[config.mk]
export PLATFORM = sky130hd
export DESIGN_NAME = tsv_key_group_segmenter_flat
export DESIGN_NICKNAME = d
export VERILOG_FILES = /design/src/rtl/tkg_pkg.sv /design/src/rtl/tkg_if.sv /design/src/rtl/tkg_ctrl.sv /design/src/rtl/tkg_dpath.sv /design/src/rtl/tsv_key_group_segmenter.sv /design/src/flat_wrapper.sv
export SDC_FILE = /design/constraint.sdc
export NUM_CORES = 1
export LEC_CHECK = 0
export BUFFER_PORTS_ARGS = -buffer_cell sky130_fd_sc_hd__clkbuf_2
export CAP_MARGIN = 20
export CORE_MARGIN = 4
export CORE_UTILIZATION = 55
export CTS_BUF_LIST = sky130_fd_sc_hd__clkbuf_8
export CTS_CLUSTER_DIAMETER = 50
export DETAILED_ROUTE_END_ITERATION = 8
export GPL_ROUTABILITY_DRIVEN = 0
export PLACE_DENSITY = 0.79
export SLEW_MARGIN = 20
export SYNTH_ARGS = -nofsm -noshare
export SYNTH_HDL_FRONTEND = slang
export SYNTH_HIERARCHICAL = 1
export SYNTH_SLANG_ARGS = --single-unit
[constraint.sdc]
create_clock -name clk -period 13.05 [get_ports clk]
set_input_delay 1.9575 -clock clk [delete_from_list [all_inputs] [get_ports clk]]
set_output_delay 1.9575 -clock clk [all_outputs]
set_load 0.05 [all_outputs]
[src/rtl/tkg_pkg.sv]
`default_nettype none
package tkg_pkg;

  localparam int KEY_MAX        = 32;
  localparam int OFFSET_BITS    = 32;
  localparam int MAX_RESULTS    = 32;
  localparam int KEY_LEN_OUT_W  = 6;
  localparam int BYTE_W         = 8;
  localparam int POS_W          = 32;

  localparam int KLEN_W = $clog2(KEY_MAX + 1);
  localparam int KIDX_W = (KEY_MAX > 1) ? $clog2(KEY_MAX) : 1;
  localparam int RUN_W  = $clog2(MAX_RESULTS + 1);
  localparam int CNT_W  = $clog2(((KEY_MAX > MAX_RESULTS) ? KEY_MAX : MAX_RESULTS) + 1);

  localparam logic [BYTE_W-1:0] TAB_CHAR = 8'd9;
  localparam logic [BYTE_W-1:0] NL_CHAR  = 8'd10;
  localparam logic [BYTE_W-1:0] COL_MAX  = 8'd255;

  typedef struct packed {
    logic [BYTE_W-1:0] data_byte;
    logic              end_of_stream;
  } in_item_t;

  typedef struct packed {
    logic [POS_W-1:0]         group_start;
    logic [POS_W-1:0]         group_length;
    logic [KEY_LEN_OUT_W-1:0] key_length;
    logic [BYTE_W-1:0]        key_byte;
    logic                     key_truncated;
    logic                     last;
  } out_item_t;

  typedef enum logic [3:0] {
    ST_IDLE,
    ST_CLOSE,
    ST_CMP_RD,
    ST_CMP_CHK,
    ST_RUN1,
    ST_RUN2,
    ST_EMIT_RD,
    ST_EMIT_LD,
    ST_EMIT_WAIT,
    ST_FINISH,
    ST_RESTART
  } ctrl_state_t;

  typedef struct packed {
    logic take_byte;
    logic take_line;
    logic clr_idx;
    logic inc_idx;
    logic load_run1;
    logic load_run2;
    logic out_load;
    logic line_reset;
    logic restart;
  } dp_cmd_t;

  typedef struct packed {
    logic line_close;
    logic first;
    logic eos;
    logic len_eq;
    logic llen_zero;
    logic byte_ne;
    logic idx_last;
    logic run_last;
  } dp_status_t;

  // results in one run: one per stored key byte, at least one, at most MAX_RESULTS
  function automatic logic [RUN_W-1:0] run_size(input logic [KLEN_W-1:0] len);
    logic [RUN_W-1:0] n;
    if (len == '0) begin
      n = RUN_W'(1);
    end else if (CNT_W'(len) > CNT_W'(MAX_RESULTS)) begin
      n = RUN_W'(MAX_RESULTS);
    end else begin
      n = RUN_W'(len);
    end
    return n;
  endfunction

endpackage
`default_nettype wire

[src/rtl/tkg_if.sv]
`default_nettype none
interface tkg_in_if;
  logic               valid;
  logic               ready;
  tkg_pkg::in_item_t  data;
  modport source (output valid, output data, input ready);
  modport sink   (input valid, input data, output ready);
endinterface

interface tkg_out_if;
  logic               valid;
  logic               ready;
  tkg_pkg::out_item_t data;
  modport source (output valid, output data, input ready);
  modport sink   (input valid, input data, output ready);
endinterface

interface tkg_cfg_if;
  logic                       valid;
  logic                       ready;
  logic [tkg_pkg::BYTE_W-1:0] data;
  modport source (output valid, output data, input ready);
  modport sink   (input valid, input data, output ready);
endinterface
`default_nettype wire

[src/rtl/tkg_ctrl.sv]
`default_nettype none
module tkg_ctrl (
  input  wire logic                clk,
  input  wire logic                rst_n,
  input  wire logic                in_valid,
  output logic                     in_ready,
  output logic                     out_valid,
  input  wire logic                out_ready,
  input  wire tkg_pkg::dp_status_t status,
  output tkg_pkg::dp_cmd_t         cmd
);

  tkg_pkg::ctrl_state_t state_r, state_nxt;
  logic run_is2_r, run_is2_nxt;

  always_ff @(posedge clk) begin
    if (!rst_n) begin
      state_r   <= tkg_pkg::ST_IDLE;
      run_is2_r <= 1'b0;
    end else begin
      state_r   <= state_nxt;
      run_is2_r <= run_is2_nxt;
    end
  end

  always_comb begin
    state_nxt   = state_r;
    run_is2_nxt = run_is2_r;
    cmd         = '0;
    in_ready    = 1'b0;
    out_valid   = 1'b0;
    unique case (state_r)
      tkg_pkg::ST_IDLE: begin
        in_ready = 1'b1;
        if (in_valid) begin
          cmd.take_byte = 1'b1;
          if (status.line_close) begin
            state_nxt = tkg_pkg::ST_CLOSE;
          end
        end
      end
      tkg_pkg::ST_CLOSE: begin
        if (status.first) begin
          cmd.take_line = 1'b1;
          state_nxt     = tkg_pkg::ST_FINISH;
        end else if (!status.len_eq) begin
          state_nxt = tkg_pkg::ST_RUN1;
        end else if (status.llen_zero) begin
          state_nxt = tkg_pkg::ST_FINISH;
        end else begin
          cmd.clr_idx = 1'b1;
          state_nxt   = tkg_pkg::ST_CMP_RD;
        end
      end
      tkg_pkg::ST_CMP_RD: begin
        state_nxt = tkg_pkg::ST_CMP_CHK;
      end
      tkg_pkg::ST_CMP_CHK: begin
        if (status.byte_ne) begin
          state_nxt = tkg_pkg::ST_RUN1;
        end else if (status.idx_last) begin
          state_nxt = tkg_pkg::ST_FINISH;
        end else begin
          cmd.inc_idx = 1'b1;
          state_nxt   = tkg_pkg::ST_CMP_RD;
        end
      end
      tkg_pkg::ST_RUN1: begin
        cmd.load_run1 = 1'b1;
        cmd.take_line = 1'b1;
        run_is2_nxt   = 1'b0;
        state_nxt     = tkg_pkg::ST_EMIT_RD;
      end
      tkg_pkg::ST_RUN2: begin
        cmd.load_run2 = 1'b1;
        run_is2_nxt   = 1'b1;
        state_nxt     = tkg_pkg::ST_EMIT_RD;
      end
      tkg_pkg::ST_EMIT_RD: begin
        state_nxt = tkg_pkg::ST_EMIT_LD;
      end
      tkg_pkg::ST_EMIT_LD: begin
        cmd.out_load = 1'b1;
        state_nxt    = tkg_pkg::ST_EMIT_WAIT;
      end
      tkg_pkg::ST_EMIT_WAIT: begin
        out_valid = 1'b1;
        if (out_ready) begin
          cmd.inc_idx = 1'b1;
          if (status.run_last) begin
            state_nxt = run_is2_r ? tkg_pkg::ST_RESTART : tkg_pkg::ST_FINISH;
          end else begin
            state_nxt = tkg_pkg::ST_EMIT_RD;
          end
        end
      end
      tkg_pkg::ST_FINISH: begin
        if (status.eos) begin
          state_nxt = tkg_pkg::ST_RUN2;
        end else begin
          cmd.line_reset = 1'b1;
          state_nxt      = tkg_pkg::ST_IDLE;
        end
      end
      tkg_pkg::ST_RESTART: begin
        cmd.restart = 1'b1;
        state_nxt   = tkg_pkg::ST_IDLE;
      end
      default: begin
        state_nxt = tkg_pkg::ST_IDLE;
      end
    endcase
  end

endmodule
`default_nettype wire

[src/rtl/tkg_dpath.sv]
`default_nettype none
module tkg_dpath (
  input  wire logic                             clk,
  input  wire logic                             rst_n,
  input  wire tkg_pkg::dp_cmd_t                 cmd,
  output tkg_pkg::dp_status_t                   status,
  input  wire tkg_pkg::in_item_t                in_item,
  input  wire logic                             cfg_we,
  input  wire logic [tkg_pkg::BYTE_W-1:0]       cfg_wdata,
  output tkg_pkg::out_item_t                    out_item
);

  localparam int KLEN_W = tkg_pkg::KLEN_W;
  localparam int KIDX_W = tkg_pkg::KIDX_W;
  localparam int RUN_W  = tkg_pkg::RUN_W;
  localparam int CNT_W  = tkg_pkg::CNT_W;
  localparam int OFF_W  = tkg_pkg::OFFSET_BITS;
  localparam int BW     = tkg_pkg::BYTE_W;

  logic [BW-1:0] key_mem0_r [tkg_pkg::KEY_MAX];
  logic [BW-1:0] key_mem1_r [tkg_pkg::KEY_MAX];
  logic [BW-1:0] rd0_r, rd1_r;

  logic [BW-1:0]     key_field_r;
  logic              gsel_r;
  logic [KLEN_W-1:0] glen_r, llen_r;
  logic              gover_r, lover_r;
  logic [BW-1:0]     col_r;
  logic              first_r;
  logic              eos_r;
  logic [OFF_W-1:0]  offset_r, gbegin_r, lbegin_r;
  logic [CNT_W-1:0]  idx_r;
  logic [RUN_W-1:0]  produced_r;

  logic [OFF_W-1:0]  run_start_r, run_len_r;
  logic [KLEN_W-1:0] run_klen_r;
  logic              run_kover_r;
  logic              run_bank_r;
  logic [RUN_W-1:0]  run_cnt_r;

  tkg_pkg::out_item_t out_r;

  logic [BW-1:0]     b;
  logic              is_tab, is_nl, in_key, key_room, key_we;
  logic [KIDX_W-1:0] waddr, raddr;
  logic [RUN_W-1:0]  n1, n1_cut, n2, room;
  logic              run1_cut;
  logic [BW-1:0]     g_rd, l_rd, run_rd;

  assign b        = in_item.data_byte;
  assign is_tab   = (b == tkg_pkg::TAB_CHAR);
  assign is_nl    = (b == tkg_pkg::NL_CHAR);
  assign in_key   = !is_tab && !is_nl && (col_r == key_field_r);
  assign key_room = (llen_r < KLEN_W'(tkg_pkg::KEY_MAX));
  assign key_we   = cmd.take_byte && in_key && key_room;
  assign waddr    = KIDX_W'(llen_r);
  assign raddr    = KIDX_W'(idx_r);

  // line key lives in the bank that is not the group bank
  always_ff @(posedge clk) begin
    if (key_we && gsel_r) begin
      key_mem0_r[waddr] <= b;
    end
    rd0_r <= key_mem0_r[raddr];
  end

  always_ff @(posedge clk) begin
    if (key_we && !gsel_r) begin
      key_mem1_r[waddr] <= b;
    end
    rd1_r <= key_mem1_r[raddr];
  end

  assign g_rd   = gsel_r ? rd1_r : rd0_r;
  assign l_rd   = gsel_r ? rd0_r : rd1_r;
  assign run_rd = run_bank_r ? rd1_r : rd0_r;

  assign n1       = tkg_pkg::run_size(glen_r);
  assign run1_cut = eos_r && (n1 == RUN_W'(tkg_pkg::MAX_RESULTS));
  assign n1_cut   = run1_cut ? RUN_W'(tkg_pkg::MAX_RESULTS - 1) : n1;
  assign room     = RUN_W'(tkg_pkg::MAX_RESULTS) - produced_r;
  assign n2       = (tkg_pkg::run_size(glen_r) > room) ? room : tkg_pkg::run_size(glen_r);

  always_ff @(posedge clk) begin
    if (!rst_n) begin
      key_field_r <= BW'(1);
    end else if (cfg_we) begin
      key_field_r <= cfg_wdata;
    end
  end

  always_ff @(posedge clk) begin
    if (!rst_n) begin
      gsel_r     <= 1'b0;
      glen_r     <= '0;
      gover_r    <= 1'b0;
      llen_r     <= '0;
      lover_r    <= 1'b0;
      col_r      <= BW'(1);
      first_r    <= 1'b1;
      eos_r      <= 1'b0;
      offset_r   <= '0;
      gbegin_r   <= '0;
      lbegin_r   <= '0;
      idx_r      <= '0;
      produced_r <= '0;
    end else begin
      if (cmd.take_byte) begin
        if (is_tab) begin
          if (col_r != tkg_pkg::COL_MAX) begin
            col_r <= col_r + BW'(1);
          end
        end else if (in_key) begin
          if (key_room) begin
            llen_r <= llen_r + KLEN_W'(1);
          end else begin
            lover_r <= 1'b1;
          end
        end
        offset_r   <= offset_r + OFF_W'(1);
        eos_r      <= in_item.end_of_stream;
        produced_r <= '0;
      end
      if (cmd.take_line) begin
        gsel_r   <= !gsel_r;
        glen_r   <= llen_r;
        gover_r  <= lover_r;
        gbegin_r <= lbegin_r;
        first_r  <= 1'b0;
      end
      if (cmd.load_run1) begin
        produced_r <= n1_cut;
      end
      if (cmd.clr_idx || cmd.load_run1 || cmd.load_run2) begin
        idx_r <= '0;
      end else if (cmd.inc_idx) begin
        idx_r <= idx_r + CNT_W'(1);
      end
      if (cmd.line_reset) begin
        lbegin_r <= offset_r;
        llen_r   <= '0;
        lover_r  <= 1'b0;
        col_r    <= BW'(1);
      end
      if (cmd.restart) begin
        llen_r   <= '0;
        lover_r  <= 1'b0;
        glen_r   <= '0;
        gover_r  <= 1'b0;
        col_r    <= BW'(1);
        first_r  <= 1'b1;
        offset_r <= '0;
        gbegin_r <= '0;
        lbegin_r <= '0;
      end
    end
  end

  // a first run cut at end of stream carries the new group's key fields
  always_ff @(posedge clk) begin
    if (cmd.load_run1) begin
      run_start_r <= gbegin_r;
      run_len_r   <= lbegin_r - gbegin_r;
      run_klen_r  <= run1_cut ? llen_r : glen_r;
      run_kover_r <= run1_cut ? lover_r : gover_r;
      run_bank_r  <= run1_cut ? !gsel_r : gsel_r;
      run_cnt_r   <= n1_cut;
    end else if (cmd.load_run2) begin
      run_start_r <= gbegin_r;
      run_len_r   <= offset_r - gbegin_r;
      run_klen_r  <= glen_r;
      run_kover_r <= gover_r;
      run_bank_r  <= gsel_r;
      run_cnt_r   <= n2;
    end
  end

  // positions past the stored key read as zero
  always_ff @(posedge clk) begin
    if (cmd.out_load) begin
      out_r.group_start   <= tkg_pkg::POS_W'(run_start_r);
      out_r.group_length  <= tkg_pkg::POS_W'(run_len_r);
      out_r.key_length    <= tkg_pkg::KEY_LEN_OUT_W'(run_klen_r);
      out_r.key_byte      <= (idx_r >= CNT_W'(run_klen_r)) ? '0 : run_rd;
      out_r.key_truncated <= run_kover_r;
      out_r.last          <= status.run_last;
    end
  end

  assign out_item = out_r;

  assign status.line_close = is_nl || in_item.end_of_stream;
  assign status.first      = first_r;
  assign status.eos        = eos_r;
  assign status.len_eq     = (llen_r == glen_r) && (lover_r == gover_r);
  assign status.llen_zero  = (llen_r == '0);
  assign status.byte_ne    = (l_rd != g_rd);
  assign status.idx_last   = (idx_r + CNT_W'(1) == CNT_W'(llen_r));
  assign status.run_last   = (idx_r + CNT_W'(1) == CNT_W'(run_cnt_r));

  a_len_bound: assert property (@(posedge clk) disable iff (!rst_n)
    (llen_r <= KLEN_W'(tkg_pkg::KEY_MAX)) && (glen_r <= KLEN_W'(tkg_pkg::KEY_MAX)))
    else $error("key length beyond KEY_MAX");

  a_take_line: assert property (@(posedge clk) disable iff (!rst_n)
    cmd.take_line && !cmd.restart |=> (glen_r == $past(llen_r)) && (gover_r == $past(lover_r))
                                      && (gsel_r != $past(gsel_r)))
    else $error("group key not taken from line key");

  a_run_index: assert property (@(posedge clk) disable iff (!rst_n)
    cmd.out_load |-> (run_cnt_r != '0) && (idx_r < CNT_W'(run_cnt_r)))
    else $error("run index outside run");

  a_run_fits: assert property (@(posedge clk) disable iff (!rst_n)
    cmd.load_run2 |-> (n2 != '0) && (CNT_W'(produced_r) + CNT_W'(n2) <= CNT_W'(tkg_pkg::MAX_RESULTS)))
    else $error("two runs exceed result limit");

endmodule
`default_nettype wire

[src/rtl/tsv_key_group_segmenter.sv]
// Channel | Dir | Payload                                      | Transfer
// in_ch   | in  | data_byte, end_of_stream                     | valid && ready
// out_ch  | out | group_start, group_length, key_length,       | valid && ready
//         |     | key_byte, key_truncated, last                |
// cfg_ch  | in  | key_field                                    | valid && ready
//
// At a line end the line key is compared with the group key when the lengths match, byte
// by byte through the key bank read ports. Each result waits out any out_ch stall; no input
// byte is taken while a line end is handled or results are emitted.
// cfg_ch is always ready. Reset is synchronous: key_field returns to 1, no clearing pass.
`default_nettype none
module tsv_key_group_segmenter (
  input  wire logic clk,
  input  wire logic rst_n,
  tkg_in_if.sink    in_ch,
  tkg_out_if.source out_ch,
  tkg_cfg_if.sink   cfg_ch
);

  tkg_pkg::dp_cmd_t    cmd;
  tkg_pkg::dp_status_t status;

  assign cfg_ch.ready = 1'b1;

  tkg_ctrl u_ctrl (
    .clk       (clk),
    .rst_n     (rst_n),
    .in_valid  (in_ch.valid),
    .in_ready  (in_ch.ready),
    .out_valid (out_ch.valid),
    .out_ready (out_ch.ready),
    .status    (status),
    .cmd       (cmd)
  );

  tkg_dpath u_dpath (
    .clk       (clk),
    .rst_n     (rst_n),
    .cmd       (cmd),
    .status    (status),
    .in_item   (in_ch.data),
    .cfg_we    (cfg_ch.valid),
    .cfg_wdata (cfg_ch.data),
    .out_item  (out_ch.data)
  );

endmodule
`default_nettype wire
[src/flat_wrapper.sv]
// flat-port wrapper written by rule: the top's interface ports become plain ports
module tsv_key_group_segmenter_flat 
  (clk, rst_n, in_ch_valid, in_ch_data, in_ch_ready, out_ch_valid, out_ch_data, out_ch_ready, cfg_ch_valid, cfg_ch_data, cfg_ch_ready);
  tkg_in_if in_ch_i ();
  tkg_out_if out_ch_i ();
  tkg_cfg_if cfg_ch_i ();
  input  wire logic clk;
  input  wire logic rst_n;
  input wire logic [$bits(in_ch_i.valid)-1:0] in_ch_valid;
  input wire logic [$bits(in_ch_i.data)-1:0] in_ch_data;
  output wire logic [$bits(in_ch_i.ready)-1:0] in_ch_ready;
  output wire logic [$bits(out_ch_i.valid)-1:0] out_ch_valid;
  output wire logic [$bits(out_ch_i.data)-1:0] out_ch_data;
  input wire logic [$bits(out_ch_i.ready)-1:0] out_ch_ready;
  input wire logic [$bits(cfg_ch_i.valid)-1:0] cfg_ch_valid;
  input wire logic [$bits(cfg_ch_i.data)-1:0] cfg_ch_data;
  output wire logic [$bits(cfg_ch_i.ready)-1:0] cfg_ch_ready;
  assign in_ch_i.valid = in_ch_valid;
  assign in_ch_i.data = in_ch_data;
  assign in_ch_ready = in_ch_i.ready;
  assign out_ch_valid = out_ch_i.valid;
  assign out_ch_data = out_ch_i.data;
  assign out_ch_i.ready = out_ch_ready;
  assign cfg_ch_i.valid = cfg_ch_valid;
  assign cfg_ch_i.data = cfg_ch_data;
  assign cfg_ch_ready = cfg_ch_i.ready;
  tsv_key_group_segmenter u_core (.clk(clk), .rst_n(rst_n), .in_ch(in_ch_i), .out_ch(out_ch_i), .cfg_ch(cfg_ch_i));
endmodule
==> results.md <==
- In this run the worst hold path is classified as reg2reg.
- The largest vdd supply drop is 98.3 µV.
- The critical path contains buffers and inverters numbering 2 combined.
- The HPWL reported at the end of detailed placement is 47.7 mm.
- The final number of hold-violating endpoints is 0.
- The number of primary I/O pins is 105.
- The final design area excluding fillers is 37900 µm².
- Input and output buffers added on the ports amount to 103.
- Summing the areas of all xor and xnor instances in the mapped netlist gives 2.82% of the synthesized area.
- The area growth from synthesis to layout is 11.1%.
- Setup violations remaining at the end of the flow were counted as 0.
- The antenna violation net count after detailed routing is 0.
- The distinct cell type count after synthesis is 69.
- The synthesized netlist occupies a cell area of 34100 µm².
- The clock passes through at most 3 buffers.
- The worst pin sits at a relative slew slack of 26.4%.
- Entering global routing, the biggest net connects 135 pins.
- The clock tree root driver cell is sky130_fd_sc_hd__clkbuf_8.
- The clock period could shrink to 5.01 ns.
- The ratio of final minimum period to clock period is 38.4%.
- In the final design database the tool counted 2346 nets.
- The chip width is 257 µm.
- The run finished with clean final reports.
- After detailed routing, the number of vias per cell comes to 5.89.
- The number of warnings issued by yosys is 6.
- Before CTS, the worst setup slack after placement is 7.76 ns.
- The net count after synthesis is 2199.
- The flip-flop and latch count after synthesis is 832.
- The adder-cell area share of the yosys netlist is 1.93%.
- At the worst endpoint, the arrival time is 5.51 ns.
- The clock slew seen by the registers of the worst setup and hold paths is 0.06 ns.
- The nature of the critical path endpoint is a register.
- The final standard cell utilization of the core is 61.6%.
- The multiplexer share of the synthesized area is 14.9%.
- The routed design uses 35.3 mm of met2 wire.
- The core area is 61600 µm².
- By startpoint and endpoint, the worst setup path is classified as reg2reg.
- Setup repair after global routing left no endpoint under its margin.
- Setup slack closes at 8.04 ns.
- The switching share of power is 22.4%.
- The clock net sink count is 832.
- The number of cell rows is 91.
- After detailed routing, the number of remaining DRC violations is 0.
- The number of hold buffers added after CTS is 0.
- The cell taking the most area after synthesis is sky130_fd_sc_hd__edfxtp_1.
- The clock buffer count from CTS is 131.
- The required time of the worst setup path is 13.55 ns.
- Registers take 23400 µm².
- Summed over its instances, the top area cell type makes up 58.9% of the synthesized netlist area.
- The final total negative setup slack is 0 ns.
- For this design the static power due to leakage is 12.8 nW.
- The first global-routing pass estimated 115 mm of wire.
- The part of the power in registers is 55.7%.
- The routed length on met3 is 7.97 mm.
- The per-instance average area after synthesis is 16.1 µm².
- The post-route met1 wirelength is 29.4 mm.
- Across the run, the number of max-cap violations was 0.
- The share of total power in combinational logic is 4.3%.
- The area share of and/or/nand/nor cells after synthesis is 6.65%.
- The peak fanout along the critical path is 47.
- The via count of the first global-routing pass is 19200.
- Yosys attributes the largest share of cell area to sky130_fd_sc_hd__edfxtp_1 59%, sky130_fd_sc_hd__mux4_2 11%, sky130_fd_sc_hd__dfxtp_1 9.5%.
- Walking the worst path, the cells encountered are nand2b_1, nor3_2, buf_4, mux2_2, ha_1, inv_1, o21bai_1, a221oi_1, nand3_1, a21o_1, a2111oi_0, nor4_1.
- The TritonCTS clock tree is yes.
- The number of design-rule violations left by the first detailed-router iteration is 2024.
- The placement-stage cell area is 35400 µm².
- The count of cells in the finished layout, fillers not included, comes to 3217.
- The gate count of the mapped netlist is 2125.
- Global routing finished with a remaining overflow of 0.
- Power spread over the standard cell area amounts to 137 nW/µm².
- The initial antenna violation count was 2.
- The highest metal layer with signal wires is met5.
- The clock latency on the worst-skew pair is 0.78 ns.
- For the final database, setup skew stands at 0.0363 ns.
- The detailed-routing iteration count for the pre-antenna-repair pass is 6.
- The startpoint type of the worst setup path is a register.
- The synthesized design contains 670 enable-type register cells.
- The total of cells resized after clock tree synthesis is 0.
- The highest-delay cell along the critical path is sky130_fd_sc_hd__nor3_2.
- The area of the multi-input gates is 10100 µm².
- Grouping stages by cell kind, the critical path spends the most delay in compound AO/OA/AOI/OAI gates.
- After synthesis, the largest family of logic cells by area is multiplexers.
- The total net switching power is 1.16 mW.
- The slew at the pin closest to its max-slew limit is 1.10 ns.
- Global routing consumed, over all layers together, 22.7% of the routing resources.
- For this run, the leading register cell type out of synthesis is sky130_fd_sc_hd__edfxtp_1.
- Static timing analysis puts the maximum clock frequency at 199 MHz.
- The fraction of final layout cells sized beyond drive strength 1 is 22.1%.
- The starting utilization of the core area is 55.4%.
- The number of inserted filler cells in the final layout is 4307.
- The die area is 66100 µm².
- Once placement completed, the tool counted placed cells totaling 2975.
- After synthesis, the share of flip-flops with an asynchronous set or reset is 0%.
- In this design, the stage delay of the slowest critical-path cell is 0.73 ns.
- The synthesized netlist devotes 3.02% of its cell area to compound gates.
- The clock network burns 40.0% of the power.
- The detailed-route wire length per cell is 23.2 µm.
- The post-CTS setup-driven buffer insertion count is 0.
- The final layout contains routed wiring with a total length of 74.8 mm.
- In this run the number of H-tree levels came out at 4.
- The via count of the routed design is 19000.
- The vertical die dimension is 257 µm.
- The portion of the post-synthesis area used by sequential elements is 68.4%.
- The number of slew-limit violations in the final report was 0.
- The cell internal power dissipation is 4.04 mW.
-- power by group through the flow --
stage          Sequential (mW)  Combinational, mW  Clock, mW
6_report                  2.90              0.225       2.08
2_1_floorplan             2.94              0.152          0
5_1_grt                   2.90              0.241       2.26
3_5_place_dp              2.95              0.222          0
3_3_place_gp              2.95              0.216          0
4_1_cts                   2.90              0.224       2.13
-- cell families (layout without fill, tap and decap cells) --
logic type | count (synthesis) | count (layout)
flip-flops | 832 | 832
AND/OR/NAND/NOR | 485 | 485
multiplexers | 304 | 304
buffers and inverters | 175 | 429
AO/OA/AOI/OAI | 166 | 166
XOR/XNOR | 110 | 110
adder cells (fa/ha/maj) | 52 | 52
other | 1 | 2
-- through the flow --
stage	hold slack [ns]	power, mW
4_1_cts	0.414	5.25
3_3_place_gp	0.404	3.17
3_5_place_dp	0.405	3.18
5_1_grt	0.427	5.40
6_report	0.414	5.20
2_1_floorplan	0.400	3.09
-- sequential cells by signal, indices dropped and copies added, names as in the netlist, 6 cells and up --
| signal | count |
|---|---|
| u_core/u_dpath/offset_r | 32 |
| u_core/u_dpath/produced_r | 6 |
| u_core/u_dpath/llen_r | 6 |
| u_core/u_dpath/idx_r | 6 |
| u_core/u_dpath/run_cnt_r | 6 |
| u_core/u_dpath/run_klen_r | 6 |
| u_core/u_dpath/run_start_r | 32 |
| u_core/u_dpath/out_item | 80 |
| u_core/u_dpath/key_mem1_r | 256 |
| u_core/u_dpath/key_mem0_r | 256 |
| u_core/u_dpath/key_field_r | 8 |
| u_core/u_dpath/gbegin_r | 32 |
| u_core/u_dpath/rd1_r | 8 |
| u_core/u_dpath/col_r | 8 |
| u_core/u_dpath/lbegin_r | 32 |
| u_core/u_dpath/glen_r | 6 |
| u_core/u_dpath/run_len_r | 32 |
| u_core/u_dpath/rd0_r | 8 |
-- final cells by class --
cell class,count,share of cell area [%]
Clock inverter,101,1.55
Clock buffer,139,5.04
Sequential cell,832,61.6
Inverter,67,0.663
Multi-Input combinational cell,1118,26.5
Antenna cell,1,0.00660
Tap cell,837,2.76
Timing Repair Buffer,122,1.82
-- layer usage --
layer | GRT usage, % | vias to the layer above
li1 | - | 8374
met1 | 31.6 | 9457
met2 | 35.2 | 984
met3 | 6.20 | 146
met4 | 7.94 | 2
met5 | 0 | -
-- path summary, 6_finish.rpt --
path / start / to / slack (ns) / cells after the start
min reg2reg: u_core/u_dpath/run_kover_r / u_core/u_dpath/out_item[1] / 0.41 / 0
min: u_core/u_dpath/run_kover_r / u_core/u_dpath/out_item[1] / 0.41 / 0
max: u_core/u_ctrl/state_r[2] / u_core/u_dpath/run_len_r[29] / 8.04 / 12
max reg2reg: u_core/u_ctrl/state_r[2] / u_core/u_dpath/run_len_r[29] / 8.04 / 12
-- layout by cell type, fill, tap and decap left out, types with 15 or more instances in the layout --
cell and n:
sky130_fd_sc_hd__nor2_1 227, sky130_fd_sc_hd__o21ai_0 44, sky130_fd_sc_hd__nand4_1 20, sky130_fd_sc_hd__nand2b_1 17
sky130_fd_sc_hd__ha_1 51, sky130_fd_sc_hd__edfxtp_1 670, sky130_fd_sc_hd__clkbuf_2 103, sky130_fd_sc_hd__clkbuf_8 139
sky130_fd_sc_hd__nand3_1 23, sky130_fd_sc_hd__buf_4 17, sky130_fd_sc_hd__dfxtp_1 158, sky130_fd_sc_hd__nor3_1 19
sky130_fd_sc_hd__a21o_1 15, sky130_fd_sc_hd__nand2_1 86, sky130_fd_sc_hd__xor2_1 65, sky130_fd_sc_hd__mux2_2 46
sky130_fd_sc_hd__nor2b_1 20, sky130_fd_sc_hd__mux2i_1 98, sky130_fd_sc_hd__a21oi_1 50, sky130_fd_sc_hd__mux4_2 160
sky130_fd_sc_hd__clkinv_1 26, sky130_fd_sc_hd__inv_1 114, sky130_fd_sc_hd__xnor2_1 45
-- synth_stat cells, drive strengths merged (20+ instances only) --
cell type  instances
edfxtp           670
nor2             229
dfxtp            162
mux4             160
mux2i             98
nand2             87
inv               67
xor2              65
clkbuf            61
ha                51
a21oi             50
o21ai             50
buf               47
mux2              46
xnor2             45
nor3              25
nand3             23
nand4             20
nor2b             20
No activity file was read; power rests on OpenSTA's default activity.
